==> src/hw/rtl/cr8_pkg.sv <==
// Shared types and constants for the eight-way midpoint circle rasterizer.
// No dependencies; every other file in hw/rtl imports this package.

package cr8_pkg;

  localparam int COORD_BITS = 12;
  localparam int OUT_BITS   = COORD_BITS + 2;
  localparam int DEC_BITS   = COORD_BITS + 2;
  localparam int DATA_BITS  = 32;
  localparam int ADDR_BITS  = 4;
  localparam int QUEUE_DEPTH = 2;
  localparam int QCNT_BITS  = $clog2(QUEUE_DEPTH + 1);
  localparam int QPTR_BITS  = $clog2(QUEUE_DEPTH);

  typedef logic [COORD_BITS-1:0]      coord_t;
  typedef logic signed [OUT_BITS-1:0] out_coord_t;
  typedef logic signed [DEC_BITS-1:0] dec_t;

  // Register index, taken from paddr[3:2].
  typedef enum logic [1:0] {
    REG_CENTER_X = 2'd0,
    REG_CENTER_Y = 2'd1,
    REG_RADIUS   = 2'd2
  } reg_idx_e;

  typedef enum logic {
    CMD_TICK    = 1'b0,
    CMD_RESTART = 1'b1
  } cmd_e;

  // Head of the command queue, front to back.
  typedef struct packed {
    logic valid;
    cmd_e cmd;
  } cmd_t;

  // Back-end status: pop strobe and circle-in-progress flag.
  typedef struct packed {
    logic pop;
    logic busy;
  } back_stat_t;

  typedef struct packed {
    coord_t center_x;
    coord_t center_y;
    coord_t radius;
  } cfg_t;

endpackage

==> src/hw/rtl/cr8_if.sv <==
// Valid/ready channel interfaces for the circle rasterizer.
// Depends on cr8_pkg for coordinate widths.

interface cr8_in_if;
  import cr8_pkg::*;
  logic valid;
  logic ready;
  logic restart;

  modport source (output valid, output restart, input ready);
  modport sink   (input valid, input restart, output ready);
endinterface

interface cr8_out_if;
  import cr8_pkg::*;
  logic       valid;
  logic       ready;
  out_coord_t pixel_x;
  out_coord_t pixel_y;
  logic       last;

  modport source (output valid, output pixel_x, output pixel_y, output last, input ready);
  modport sink   (input valid, input pixel_x, input pixel_y, input last, output ready);
endinterface

==> src/hw/rtl/circle_rasterizer_eight_way.sv <==
// Top level of the eight-way midpoint circle rasterizer: APB registers,
// front-end command queue and back-end stepper. Depends on cr8_pkg, cr8_if,
// cr8_front and cr8_back.
//
//   channel  dir  handshake          payload
//   in_if    in   valid/ready        restart
//   out_if   out  valid/ready        pixel_x, pixel_y, last
//   apb      in   psel/penable/pready paddr, pwdata, pwrite -> prdata
//
// One transaction per cycle sustained while out_if is not stalled. A
// command waits in the queue until the output register can take it; a
// tick then leaves it, and its pixel is registered and offered on out_if.
// Rate is set by the combinational midpoint step and the output register.
// Reset (rst_ni low) empties the queue, clears the stepper and registers.
// A stalled output holds the pixel; the two-entry queue absorbs input until
// full, then in_if.ready drops.

module circle_rasterizer_eight_way
  import cr8_pkg::*;
(
  input  logic                 clk_i,
  input  logic                 rst_ni,
  cr8_in_if.sink               in_if,
  cr8_out_if.source            out_if,
  input  logic                 psel,
  input  logic                 penable,
  input  logic                 pwrite,
  input  logic [ADDR_BITS-1:0] paddr,
  input  logic [DATA_BITS-1:0] pwdata,
  output logic [DATA_BITS-1:0] prdata,
  output logic                 pready
);

  cfg_t       cfg_q;
  cmd_t       head;
  back_stat_t stat;
  logic       wr_en;
  reg_idx_e   reg_idx;

  assign pready  = 1'b1;
  assign wr_en   = psel && penable && pwrite && pready;
  assign reg_idx = reg_idx_e'(paddr[3:2]);

  always_ff @(posedge clk_i or negedge rst_ni) begin
    if (!rst_ni) begin
      cfg_q <= '0;
    end else if (wr_en) begin
      unique case (reg_idx)
        REG_CENTER_X: cfg_q.center_x <= pwdata[COORD_BITS-1:0];
        REG_CENTER_Y: cfg_q.center_y <= pwdata[COORD_BITS-1:0];
        REG_RADIUS:   cfg_q.radius   <= pwdata[COORD_BITS-1:0];
        default: ;
      endcase
    end
  end

  always_comb begin
    unique case (reg_idx)
      REG_CENTER_X: prdata = DATA_BITS'(cfg_q.center_x);
      REG_CENTER_Y: prdata = DATA_BITS'(cfg_q.center_y);
      REG_RADIUS:   prdata = DATA_BITS'(cfg_q.radius);
      default:      prdata = '0;
    endcase
  end

  cr8_front u_front (
    .clk_i  (clk_i),
    .rst_ni (rst_ni),
    .in_if  (in_if),
    .pop_i  (stat.pop),
    .head_o (head)
  );

  cr8_back u_back (
    .clk_i  (clk_i),
    .rst_ni (rst_ni),
    .cfg_i  (cfg_q),
    .head_i (head),
    .stat_o (stat),
    .out_if (out_if)
  );

`ifndef SYNTHESIS
  a_tick_emits: assert property (@(posedge clk_i) disable iff (!rst_ni)
    stat.pop && head.cmd == CMD_TICK && stat.busy |=> out_if.valid)
    else $error("busy tick left the queue without producing a pixel");

  a_restart_busy: assert property (@(posedge clk_i) disable iff (!rst_ni)
    stat.pop && head.cmd == CMD_RESTART |=> stat.busy)
    else $error("restart did not start a circle");

  a_last_idle: assert property (@(posedge clk_i) disable iff (!rst_ni)
    out_if.valid && out_if.last |-> !stat.busy)
    else $error("last pixel shown while stepper still busy");
`endif

endmodule

==> src/hw/rtl/cr8_front.sv <==
// Front end: accepts input transactions, classifies them into commands and
// buffers them in a short queue. Depends on cr8_pkg and cr8_if.

module cr8_front
  import cr8_pkg::*;
(
  input  logic       clk_i,
  input  logic       rst_ni,
  cr8_in_if.sink     in_if,
  input  logic       pop_i,
  output cmd_t       head_o
);

  cmd_e                 mem_q [QUEUE_DEPTH];
  logic [QPTR_BITS-1:0] wr_ptr_q, wr_ptr_d;
  logic [QPTR_BITS-1:0] rd_ptr_q, rd_ptr_d;
  logic [QCNT_BITS-1:0] count_q, count_d;
  logic                 push;
  logic                 pop;
  cmd_e                 cmd_in;

  assign in_if.ready = (count_q != QCNT_BITS'(QUEUE_DEPTH));
  assign push        = in_if.valid && in_if.ready;
  assign pop         = pop_i && (count_q != '0);
  assign cmd_in      = in_if.restart ? CMD_RESTART : CMD_TICK;

  assign head_o.valid = (count_q != '0);
  assign head_o.cmd   = mem_q[rd_ptr_q];

  always_comb begin
    wr_ptr_d = push ? QPTR_BITS'(wr_ptr_q + 1'b1) : wr_ptr_q;
    rd_ptr_d = pop  ? QPTR_BITS'(rd_ptr_q + 1'b1) : rd_ptr_q;
    count_d  = count_q;
    if (push && !pop) begin
      count_d = QCNT_BITS'(count_q + 1'b1);
    end else if (pop && !push) begin
      count_d = QCNT_BITS'(count_q - 1'b1);
    end
  end

  always_ff @(posedge clk_i or negedge rst_ni) begin
    if (!rst_ni) begin
      wr_ptr_q <= '0;
      rd_ptr_q <= '0;
      count_q  <= '0;
    end else begin
      wr_ptr_q <= wr_ptr_d;
      rd_ptr_q <= rd_ptr_d;
      count_q  <= count_d;
    end
  end

  always_ff @(posedge clk_i) begin
    if (push) begin
      mem_q[wr_ptr_q] <= cmd_in;
    end
  end

endmodule

==> src/hw/rtl/cr8_back.sv <==
// Back end: midpoint circle stepper with mirror selection and output register.
// Depends on cr8_pkg and cr8_if.

module cr8_back
  import cr8_pkg::*;
(
  input  logic       clk_i,
  input  logic       rst_ni,
  input  cfg_t       cfg_i,
  input  cmd_t       head_i,
  output back_stat_t stat_o,
  cr8_out_if.source  out_if
);

  coord_t     offset_x_q, offset_x_d;
  coord_t     offset_y_q, offset_y_d;
  dec_t       dec_q, dec_d;
  logic [2:0] mirror_q, mirror_d;
  logic       busy_q, busy_d;

  logic       out_valid_q, out_valid_d;
  out_coord_t pix_x_q, pix_y_q;
  logic       last_q;

  logic       can_take;
  logic       pop;
  logic       emit;
  logic       done;
  out_coord_t x_s, y_s, x_next, y_next;
  out_coord_t dx, dy;
  out_coord_t pix_x, pix_y;

  assign can_take = !out_valid_q || out_if.ready;
  assign pop      = head_i.valid && can_take;
  assign emit     = pop && (head_i.cmd == CMD_TICK) && busy_q;

  assign x_s = out_coord_t'({2'b00, offset_x_q});
  assign y_s = out_coord_t'({2'b00, offset_y_q});

  always_comb begin
    unique case (mirror_q)
      3'd0: begin dx = x_s;  dy = y_s;  end
      3'd1: begin dx = x_s;  dy = -y_s; end
      3'd2: begin dx = y_s;  dy = x_s;  end
      3'd3: begin dx = y_s;  dy = -x_s; end
      3'd4: begin dx = -x_s; dy = -y_s; end
      3'd5: begin dx = -y_s; dy = -x_s; end
      3'd6: begin dx = -x_s; dy = y_s;  end
      default: begin dx = -y_s; dy = x_s; end
    endcase
  end

  assign pix_x = out_coord_t'({2'b00, cfg_i.center_x}) + dx;
  assign pix_y = out_coord_t'({2'b00, cfg_i.center_y}) + dy;

  // Midpoint step after the eighth image; compare in signed width so a
  // stepped-below-zero y still ends the circle.
  always_comb begin
    x_next = x_s + out_coord_t'(1);
    y_next = (dec_q < 0) ? y_s : y_s - out_coord_t'(1);
    done   = !(x_next < y_next);
  end

  always_comb begin
    offset_x_d = offset_x_q;
    offset_y_d = offset_y_q;
    dec_d      = dec_q;
    mirror_d   = mirror_q;
    busy_d     = busy_q;
    if (pop && head_i.cmd == CMD_RESTART) begin
      offset_x_d = '0;
      offset_y_d = cfg_i.radius;
      dec_d      = dec_t'(1) - dec_t'({2'b00, cfg_i.radius});
      mirror_d   = '0;
      busy_d     = 1'b1;
    end else if (emit) begin
      if (mirror_q == 3'd7) begin
        offset_x_d = x_next[COORD_BITS-1:0];
        offset_y_d = y_next[COORD_BITS-1:0];
        if (dec_q < 0) begin
          dec_d = dec_q + (x_next <<< 1) + dec_t'(1);
        end else begin
          dec_d = dec_q + ((x_next - y_next) <<< 1) + dec_t'(1);
        end
        mirror_d = '0;
        busy_d   = !done;
      end else begin
        mirror_d = mirror_q + 3'd1;
      end
    end
  end

  always_comb begin
    out_valid_d = out_valid_q;
    if (emit) begin
      out_valid_d = 1'b1;
    end else if (out_if.ready) begin
      out_valid_d = 1'b0;
    end
  end

  always_ff @(posedge clk_i or negedge rst_ni) begin
    if (!rst_ni) begin
      offset_x_q  <= '0;
      offset_y_q  <= '0;
      dec_q       <= '0;
      mirror_q    <= '0;
      busy_q      <= 1'b0;
      out_valid_q <= 1'b0;
    end else begin
      offset_x_q  <= offset_x_d;
      offset_y_q  <= offset_y_d;
      dec_q       <= dec_d;
      mirror_q    <= mirror_d;
      busy_q      <= busy_d;
      out_valid_q <= out_valid_d;
    end
  end

  always_ff @(posedge clk_i) begin
    if (emit) begin
      pix_x_q <= pix_x;
      pix_y_q <= pix_y;
      last_q  <= (mirror_q == 3'd7) && done;
    end
  end

  assign out_if.valid   = out_valid_q;
  assign out_if.pixel_x = pix_x_q;
  assign out_if.pixel_y = pix_y_q;
  assign out_if.last    = last_q;

  assign stat_o.pop  = pop;
  assign stat_o.busy = busy_q;

endmodule

==> src/flat_wrapper.sv <==
// flat-port wrapper written by rule: the top's interface ports become plain ports
module circle_rasterizer_eight_way_flat import cr8_pkg::*;
  (clk_i, rst_ni, psel, penable, pwrite, paddr, pwdata, prdata, pready, in_if_valid, in_if_restart, in_if_ready, out_if_valid, out_if_pixel_x, out_if_pixel_y, out_if_last, out_if_ready);
  cr8_in_if in_if_i ();
  cr8_out_if out_if_i ();
  input  logic clk_i;
  input  logic rst_ni;
  input  logic psel;
  input  logic penable;
  input  logic pwrite;
  input  logic [ADDR_BITS-1:0] paddr;
  input  logic [DATA_BITS-1:0] pwdata;
  output logic [DATA_BITS-1:0] prdata;
  output logic pready;
  input wire logic [$bits(in_if_i.valid)-1:0] in_if_valid;
  input wire logic [$bits(in_if_i.restart)-1:0] in_if_restart;
  output wire logic [$bits(in_if_i.ready)-1:0] in_if_ready;
  output wire logic [$bits(out_if_i.valid)-1:0] out_if_valid;
  output wire logic [$bits(out_if_i.pixel_x)-1:0] out_if_pixel_x;
  output wire logic [$bits(out_if_i.pixel_y)-1:0] out_if_pixel_y;
  output wire logic [$bits(out_if_i.last)-1:0] out_if_last;
  input wire logic [$bits(out_if_i.ready)-1:0] out_if_ready;
  assign in_if_i.valid = in_if_valid;
  assign in_if_i.restart = in_if_restart;
  assign in_if_ready = in_if_i.ready;
  assign out_if_valid = out_if_i.valid;
  assign out_if_pixel_x = out_if_i.pixel_x;
  assign out_if_pixel_y = out_if_i.pixel_y;
  assign out_if_last = out_if_i.last;
  assign out_if_i.ready = out_if_ready;
  circle_rasterizer_eight_way u_core (.clk_i(clk_i), .rst_ni(rst_ni), .in_if(in_if_i), .out_if(out_if_i), .psel(psel), .penable(penable), .pwrite(pwrite), .paddr(paddr), .pwdata(pwdata), .prdata(prdata), .pready(pready));
endmodule
==> config.mk <==
export PLATFORM = sky130hd
export DESIGN_NAME = circle_rasterizer_eight_way_flat
export DESIGN_NICKNAME = d
export VERILOG_FILES = /design/src/hw/rtl/cr8_pkg.sv /design/src/hw/rtl/cr8_if.sv /design/src/hw/rtl/circle_rasterizer_eight_way.sv /design/src/hw/rtl/cr8_front.sv /design/src/hw/rtl/cr8_back.sv /design/src/flat_wrapper.sv
export SDC_FILE = /design/constraint.sdc
export NUM_CORES = 1
export LEC_CHECK = 0
export BUFFER_PORTS_ARGS = -buffer_cell sky130_fd_sc_hd__buf_2
export CAP_MARGIN = 20
export CORE_MARGIN = 2
export CORE_UTILIZATION = 55
export CTS_CLUSTER_DIAMETER = 100
export DETAILED_ROUTE_END_ITERATION = 6
export GPL_TIMING_DRIVEN = 0
export HOLD_SLACK_MARGIN = 0.06
export PLACE_DENSITY = 0.9
export SLEW_MARGIN = 15
export SYNTH_ARGS = -nofsm -noshare
export SYNTH_HDL_FRONTEND = slang
export SYNTH_HIERARCHICAL = 1
export SYNTH_SLANG_ARGS = --single-unit
==> constraint.sdc <==
create_clock -name clk_i -period 4.9 [get_ports clk_i]
set_input_delay 0.49 -clock clk_i [delete_from_list [all_inputs] [get_ports clk_i]]
set_output_delay 0.49 -clock clk_i [all_outputs]
set_load 0.05 [all_outputs]
* Yosys cells after proc, flatten, opt, wreduce, memory -nomap -nowiden *
Memory sizes are Yosys's and may differ from the RTL's.
Index checks and enable logic that the tools add are counted.
W data, S select, Z words.

cells by class
  order comparisons = 2
  reduce and logical (&&, ||, !) cells = 33
  bitwise logic cells = 1
  muxes and demuxes = 27
  $add $sub $neg = 17
  eq/ne operators = 10

operator list
  kind                     number
  $pmux W14 S3             2
  $mux W12                 6
  $mux W14                 5
  $pmux W12 S3             1
  $add A13 B14 Y14         2
  $add A14 B14 Y14         2
  $add A14 B2 Y14 const B  2
  $neg A12 Y14             2
  $lt A14 B1 Y1 const B    1
  $lt A14 B14 Y1           1
  $add A12 B1 Y13 const B  1
  $sub A1 B12 Y13 const A  1
  $sub A12 B1 Y13 const B  1
  $sub A13 B13 Y13         1
  $eq A3 B3 Y1 const B     4
  $reduce_or A2 Y1         6
  $logic_and A1 B1 Y1      11
  $reduce_bool A2 Y1       5
  $mux W3                  3
  $mux W1                  8
  $reduce_and A2 Y1        4
  $eq A3 B2 Y1 const B     2
  $logic_not A1 Y1         4
  $mux W2                  2
  other kinds (12)         13

storage, ports and cells
  register bits after elaboration = 112
  output and inout port bits = 64
  bits in writable memories = 2
  memories = 1

memories
  name                  words  bits a word  read ports  clocked after Yosys merged registers in  write ports  line             text
  u_core.u_front.mem_q  2      1            1           0                                        1            cr8_front.sv:14  cmd_e mem_q [QUEUE_DEPTH];

* Logic depth before layout (Yosys ltp) *
  word-level depth = 9
  mapped depth = 22

* Cells and area by module *
Netlist, hierarchy kept.

modules (own cells, without submodules)
  module                       area an instance (um^2)  instances  cells each
  cr8_back                     7469.7                   1          898
  circle_rasterizer_eight_way  1815.5                   1          143
  cr8_front                    282.8                    1          21

* Least setup slack after synthesis *
OpenSTA, ideal clock, no wires.

  path type = flip-flop to flip-flop
  start point = reg u_core.u_back.offset_y_q[0]
  end point = reg u_core.u_back.dec_q[13]
  library setup time = 0.141 ns
  arrival time = 4.384 ns
  setup slack = 0.374 ns
  clock period less this slack = 4.526 ns
  cell stages (with the launch flop) = 23
  required time = 4.759 ns
  buffers on the path = 2
  cells stage by stage = dfrtp_1 clkbuf_1 inv_1 ha_1 or3b_1 buf_6 or3_1 nor2_1 xnor2_1 ha_1 or3_1 o22ai_1 a21oi_1 a21o_1 a21oi_1 xnor2_1 ha_1 a21o_1 a21o_1 a221oi_1 xor2_1 xnor2_1 o211ai_1

on the way
  cells in the longest elaborated chain, start to end = 9

ends and longest elaborated chain
  element                 line             text
  start, declared         cr8_back.sv:16   coord_t offset_y_q, offset_y_d;
  start signal, assigned  cr8_back.sv:112  offset_y_q <= offset_y_d;
  $sub A12 B1 Y13         cr8_back.sv:60   y_next = (dec_q < 0) ? y_s : y_s - out_coord_t'(1);
  $mux W14 (*)            cr8_back.sv:60
  $sub A13 B13 Y13 (*)    cr8_back.sv:83   dec_d = dec_q + ((x_next - y_next) <<< 1) + dec_t'(1);
  $add A14 B14 Y14 (*)    cr8_back.sv:83
  $add A14 B2 Y14 (*)     cr8_back.sv:83
  $mux W14 (*)            cr8_back.sv:80   if (dec_q < 0) begin
  $mux W14 (*)            cr8_back.sv:77   if (mirror_q == 3'd7) begin
  $mux W14 (*)            cr8_back.sv:76   end else if (emit) begin
  $mux W14 (*)            cr8_back.sv:70   if (pop && head_i.cmd == CMD_RESTART) begin
  end signal, assigned    cr8_back.sv:106  dec_q <= '0;
  end signal, assigned    cr8_back.sv:113  dec_q <= dec_d;
  end, declared           cr8_back.sv:17   dec_t dec_q, dec_d;

Mark *: on every way between the ends. The rest lies on a longest branch, timed or not. The select of a mux whose other input is x is not followed.
A chain may end at the register's enable or synchronous reset.

* Final worst setup path *
  start point = reg u_core.u_back.dec_q[13]
  end point = reg u_core.u_back.dec_q[11]

on the way
  cells in the longest elaborated chain, start to end = 9

ends and longest elaborated chain
  element            line
  $lt A14 B1 Y1 (*)  cr8_back.sv:60, cr8_back.sv:80
  $mux W14           cr8_back.sv:60
  $sub A13 B13 Y13   cr8_back.sv:83
  $add A14 B14 Y14   cr8_back.sv:83
  $add A14 B2 Y14    cr8_back.sv:83
  $mux W14 (*)       cr8_back.sv:80
  $mux W14 (*)       cr8_back.sv:77
  $mux W14 (*)       cr8_back.sv:76
  $mux W14 (*)       cr8_back.sv:70

Marked as above.

==> parameters.txt <==
Parameter                              Value

Timing
  Ratio of final minimum period to clock period ... 96.2%
  Tmin final ... roughly 4700 ps
  Worst slack on hold paths ... 261 ps
  Final number of setup-violating endpoints ... 0
  Final max-slew violation count ... 0
  Worst slew margin ... 48.8%
  Achievable Freq ... about 0.21 GHz
  Worst clock skew on the final layout ... roughly 8.9 ps
  Number of hold-slack violations in the final timing report ... 0
  Slew at the pin with the worst max-slew slack ... 765 ps
  Fin Setup TNS ... 0 ps

Global routing
  Met1 global-route usage ... 38.0%
  Grt peak-use layer ... met2
  Global-route wire length before repair ... about 42 mm
  Antenna violations before repair ... 0
  Total routing usage reported by global routing ... about 29%
  Met3 Resource Use GR ... 5.89%
  Vias in the first global route ... about 8200
  Met2 track demand over resource ... 46.8%
  Largest net degree at the start of global routing ... 60
  Grt ovf ... 0

Power and ir drop
  Overall Power ... 8400 µW
  PD cells ... between 700 and 800 mW/mm²
  Leak pwr ... 0.00489 µW
  Worst vdd rail ir drop ... approximately 450 µV

Drt
  Routed Wire Length ... 26.4 mm
  DRC violation count after routing ... 0
  Detailed-router iteration count before antenna repair ... 5
  ANT nets after route ... 0
  Drt wl/cell ... about 19 µm
  Total via count in the routed design ... about 8500
  Vias/cell ... between 6 and 7
  Detailed Route Iter0 Violations ... 925

Finish
  Area added between synthesis and finish ... 14.4%
  Number of nets in the layout ... ~1300
  Antenna diode count ... 0
  Fin util ... 63.9%
  Share of cells above drive strength 1 ... a little under a fifth

Clocking
  Clock latency of the later-clocked register in the worst-skew pair ... 430 ps
  Clock root buffer master ... sky130_fd_sc_hd__clkbuf_16
  Number of buffers added by the clock tree synthesis step ... 17
  TritonCTS clock tree ... done
  Number of sinks on the clock net ... roughly 110
  Clock slew at reported path FFs ... 60 ps
  Clock Path Buffers ... 2
  H-tree depth ... 4

Worst setup path
  Worst-path cell with the longest stage delay ... sky130_fd_sc_hd__dfrtp_2
  CP max FO ... 10
  Data arrival time at the worst-slack endpoint ... 4990 ps
  Startpoint types ... register
  Path type of the worst setup path ... register to register
  Buf+Inv Stages, Crit Path ... 3
  CP required ... 5170 ps
  Type of element capturing the critical path ... register
  Crit-path leading delay family ... compound AO/OA/AOI/OAI gates
  Most frequent cell on the critical path ... sky130_fd_sc_hd__ha_1
  Largest stage delay on the critical path ... 480 ps
  Cells traversed along the worst timing path ... clkbuf_4 > buf_4 > xnor2_1 > ha_1 > inv_1 > fa_1 > a211o_1 > a21oi_1 > o21bai_1 > xor2_1 > ha_1 > and3_1 > a221oi_1 > o21ai_2 > o311a_1 > or4_1 > nand3_1 > a22oi_1

Synth
  Post-Syn Instances ... about 1100
  Ys Warns ... 6
  Mean area per synthesized cell ... 9.01 µm²
  Mapped cell area ... 0.00956 mm²

Die
  Die height ... about 140 µm
  Starting density of the core ... between 50% and 60%
  I/O pin count ... 108
  Die ar. ... 0.0185 mm²
  Area of the placeable core ... 0.0171 mm²
  Number of rows in the core area ... 48
  Chip width ... 136 µm

Placed design
  I/O Buffers ... 63
  Final weighted congestion in routability-driven placement ... 0.971
  Half-perimeter wire length after detailed placement ... 19.8 mm

Worst hold path
  Classification of the worst-slack hold path ... primary input to register

Run
  Max Cap Viol ... 0

Run status
  Status ... finished, final reports clean
==> placed cells by master, fill, tap and decap left out, types with 13 or more instances in the layout <==
cell / count
sky130_fd_sc_hd__nand2_1: 93
sky130_fd_sc_hd__o21ai_0: 87
sky130_fd_sc_hd__dfrtp_1: 80
sky130_fd_sc_hd__nor2_1: 75
sky130_fd_sc_hd__xnor2_1: 74
sky130_fd_sc_hd__buf_2: 71
sky130_fd_sc_hd__ha_1: 70
sky130_fd_sc_hd__xor2_1: 53
sky130_fd_sc_hd__a21oi_1: 46
sky130_fd_sc_hd__clkbuf_1: 34
sky130_fd_sc_hd__buf_4: 34
sky130_fd_sc_hd__nor3_1: 32
sky130_fd_sc_hd__edfxtp_1: 31
sky130_fd_sc_hd__mux2_2: 29
sky130_fd_sc_hd__inv_1: 28
sky130_fd_sc_hd__a21o_1: 25
sky130_fd_sc_hd__mux2i_1: 22
sky130_fd_sc_hd__conb_1: 21
sky130_fd_sc_hd__clkbuf_16: 17
sky130_fd_sc_hd__nand3_1: 16
sky130_fd_sc_hd__o211ai_1: 14
sky130_fd_sc_hd__or3_1: 13
sky130_fd_sc_hd__a211oi_1: 13
==> stage by stage <==
stage | cell area, µm² | cells | worst slack (ps)
floorplan | 9630 | 1080 | 374
global placement | 10200 | 1368 | -361
detailed placement | 10300 | 1370 | -418
CTS | 10800 | 1401 | 21.7
global route | 10900 | 1408 | -12.5
finish | 10900 | 1408 | 184
==> worst paths after layout <==
| kind | endpoint | slack, ps | cells past startpoint | start |
|---|---|---|---|---|
| worst max register to register | u_core/u_back/dec_q[11] | 180 | 18 | u_core/u_back/dec_q[13] |
| worst min-delay path | u_core/u_front/mem_q[1] | 260 | 1 | in_if_restart |
| worst min register to register | u_core/u_front/rd_ptr_q | 480 | 1 | u_core/u_front/rd_ptr_q |
| min in group asynchronous | u_core/u_front/count_q[0] | 520 | 2 | rst_ni |
| max in group asynchronous | u_core/cfg_q[28] | 3750 | 3 | rst_ni |
| worst max-delay path | u_core/u_back/dec_q[11] | 180 | 18 | u_core/u_back/dec_q[13] |
==> metal layers <==
layer	wire (µm)	share of wire, %
met5	0	0
met2	12300	47
met3	2120	8.0
met1	10900	41
met4	996	3.8
==> repair_timing <==
item                                    CTS  global route
hold buffers                              1             0
hold endpoints to repair                 24             0
pin swaps                                 0             4
resized for setup                         4            24
endpoints found under the setup margin    6            11
buffers inserted                          0             7
==> flip-flops by register name, indices dropped and copies added, names as in the netlist <==
register	cells
u_core/u_back/dec_q	14
u_core/u_back/offset_y_q	12
u_core/u_back/out_if.pixel_x	14
u_core/cfg_q	36
u_core/u_back/out_if.valid	1
u_core/u_back/offset_x_q	12
u_core/u_back/out_if.pixel_y	14
u_core/u_front/rd_ptr_q	1
u_core/u_back/mirror_q	3
u_core/u_back/out_if.last	1
u_core/u_front/wr_ptr_q	1
u_core/u_back/busy_q	1
u_core/u_front/mem_q	2
u_core/u_front/count_q	2
==> where the power goes <==
| group | leakage (µW) | internal (µW) | switching [µW] | total (µW) |
|---|---|---|---|---|
| registers | 0.00132 | 1430 | 259 | 1690 |
| clock network | 0.000253 | 648 | 478 | 1130 |
| logic | 0.00331 | 2160 | 3430 | 5590 |
==> area by class of cell <==
| type | instances | area, µm² |
|---|---|---|
| clock buffer | 18 | 429 |
| clock inverter | 14 | 110 |
| timing repair buffer | 73 | 435 |
| sequential | 114 | 3010 |
| buffer | 77 | 427 |
| multi-input combinational | 857 | 6130 |
| inverter | 30 | 113 |
| fill | 1388 | 6170 |
| tap | 225 | 282 |
Note: power is estimated with default switching activity, not from simulation.
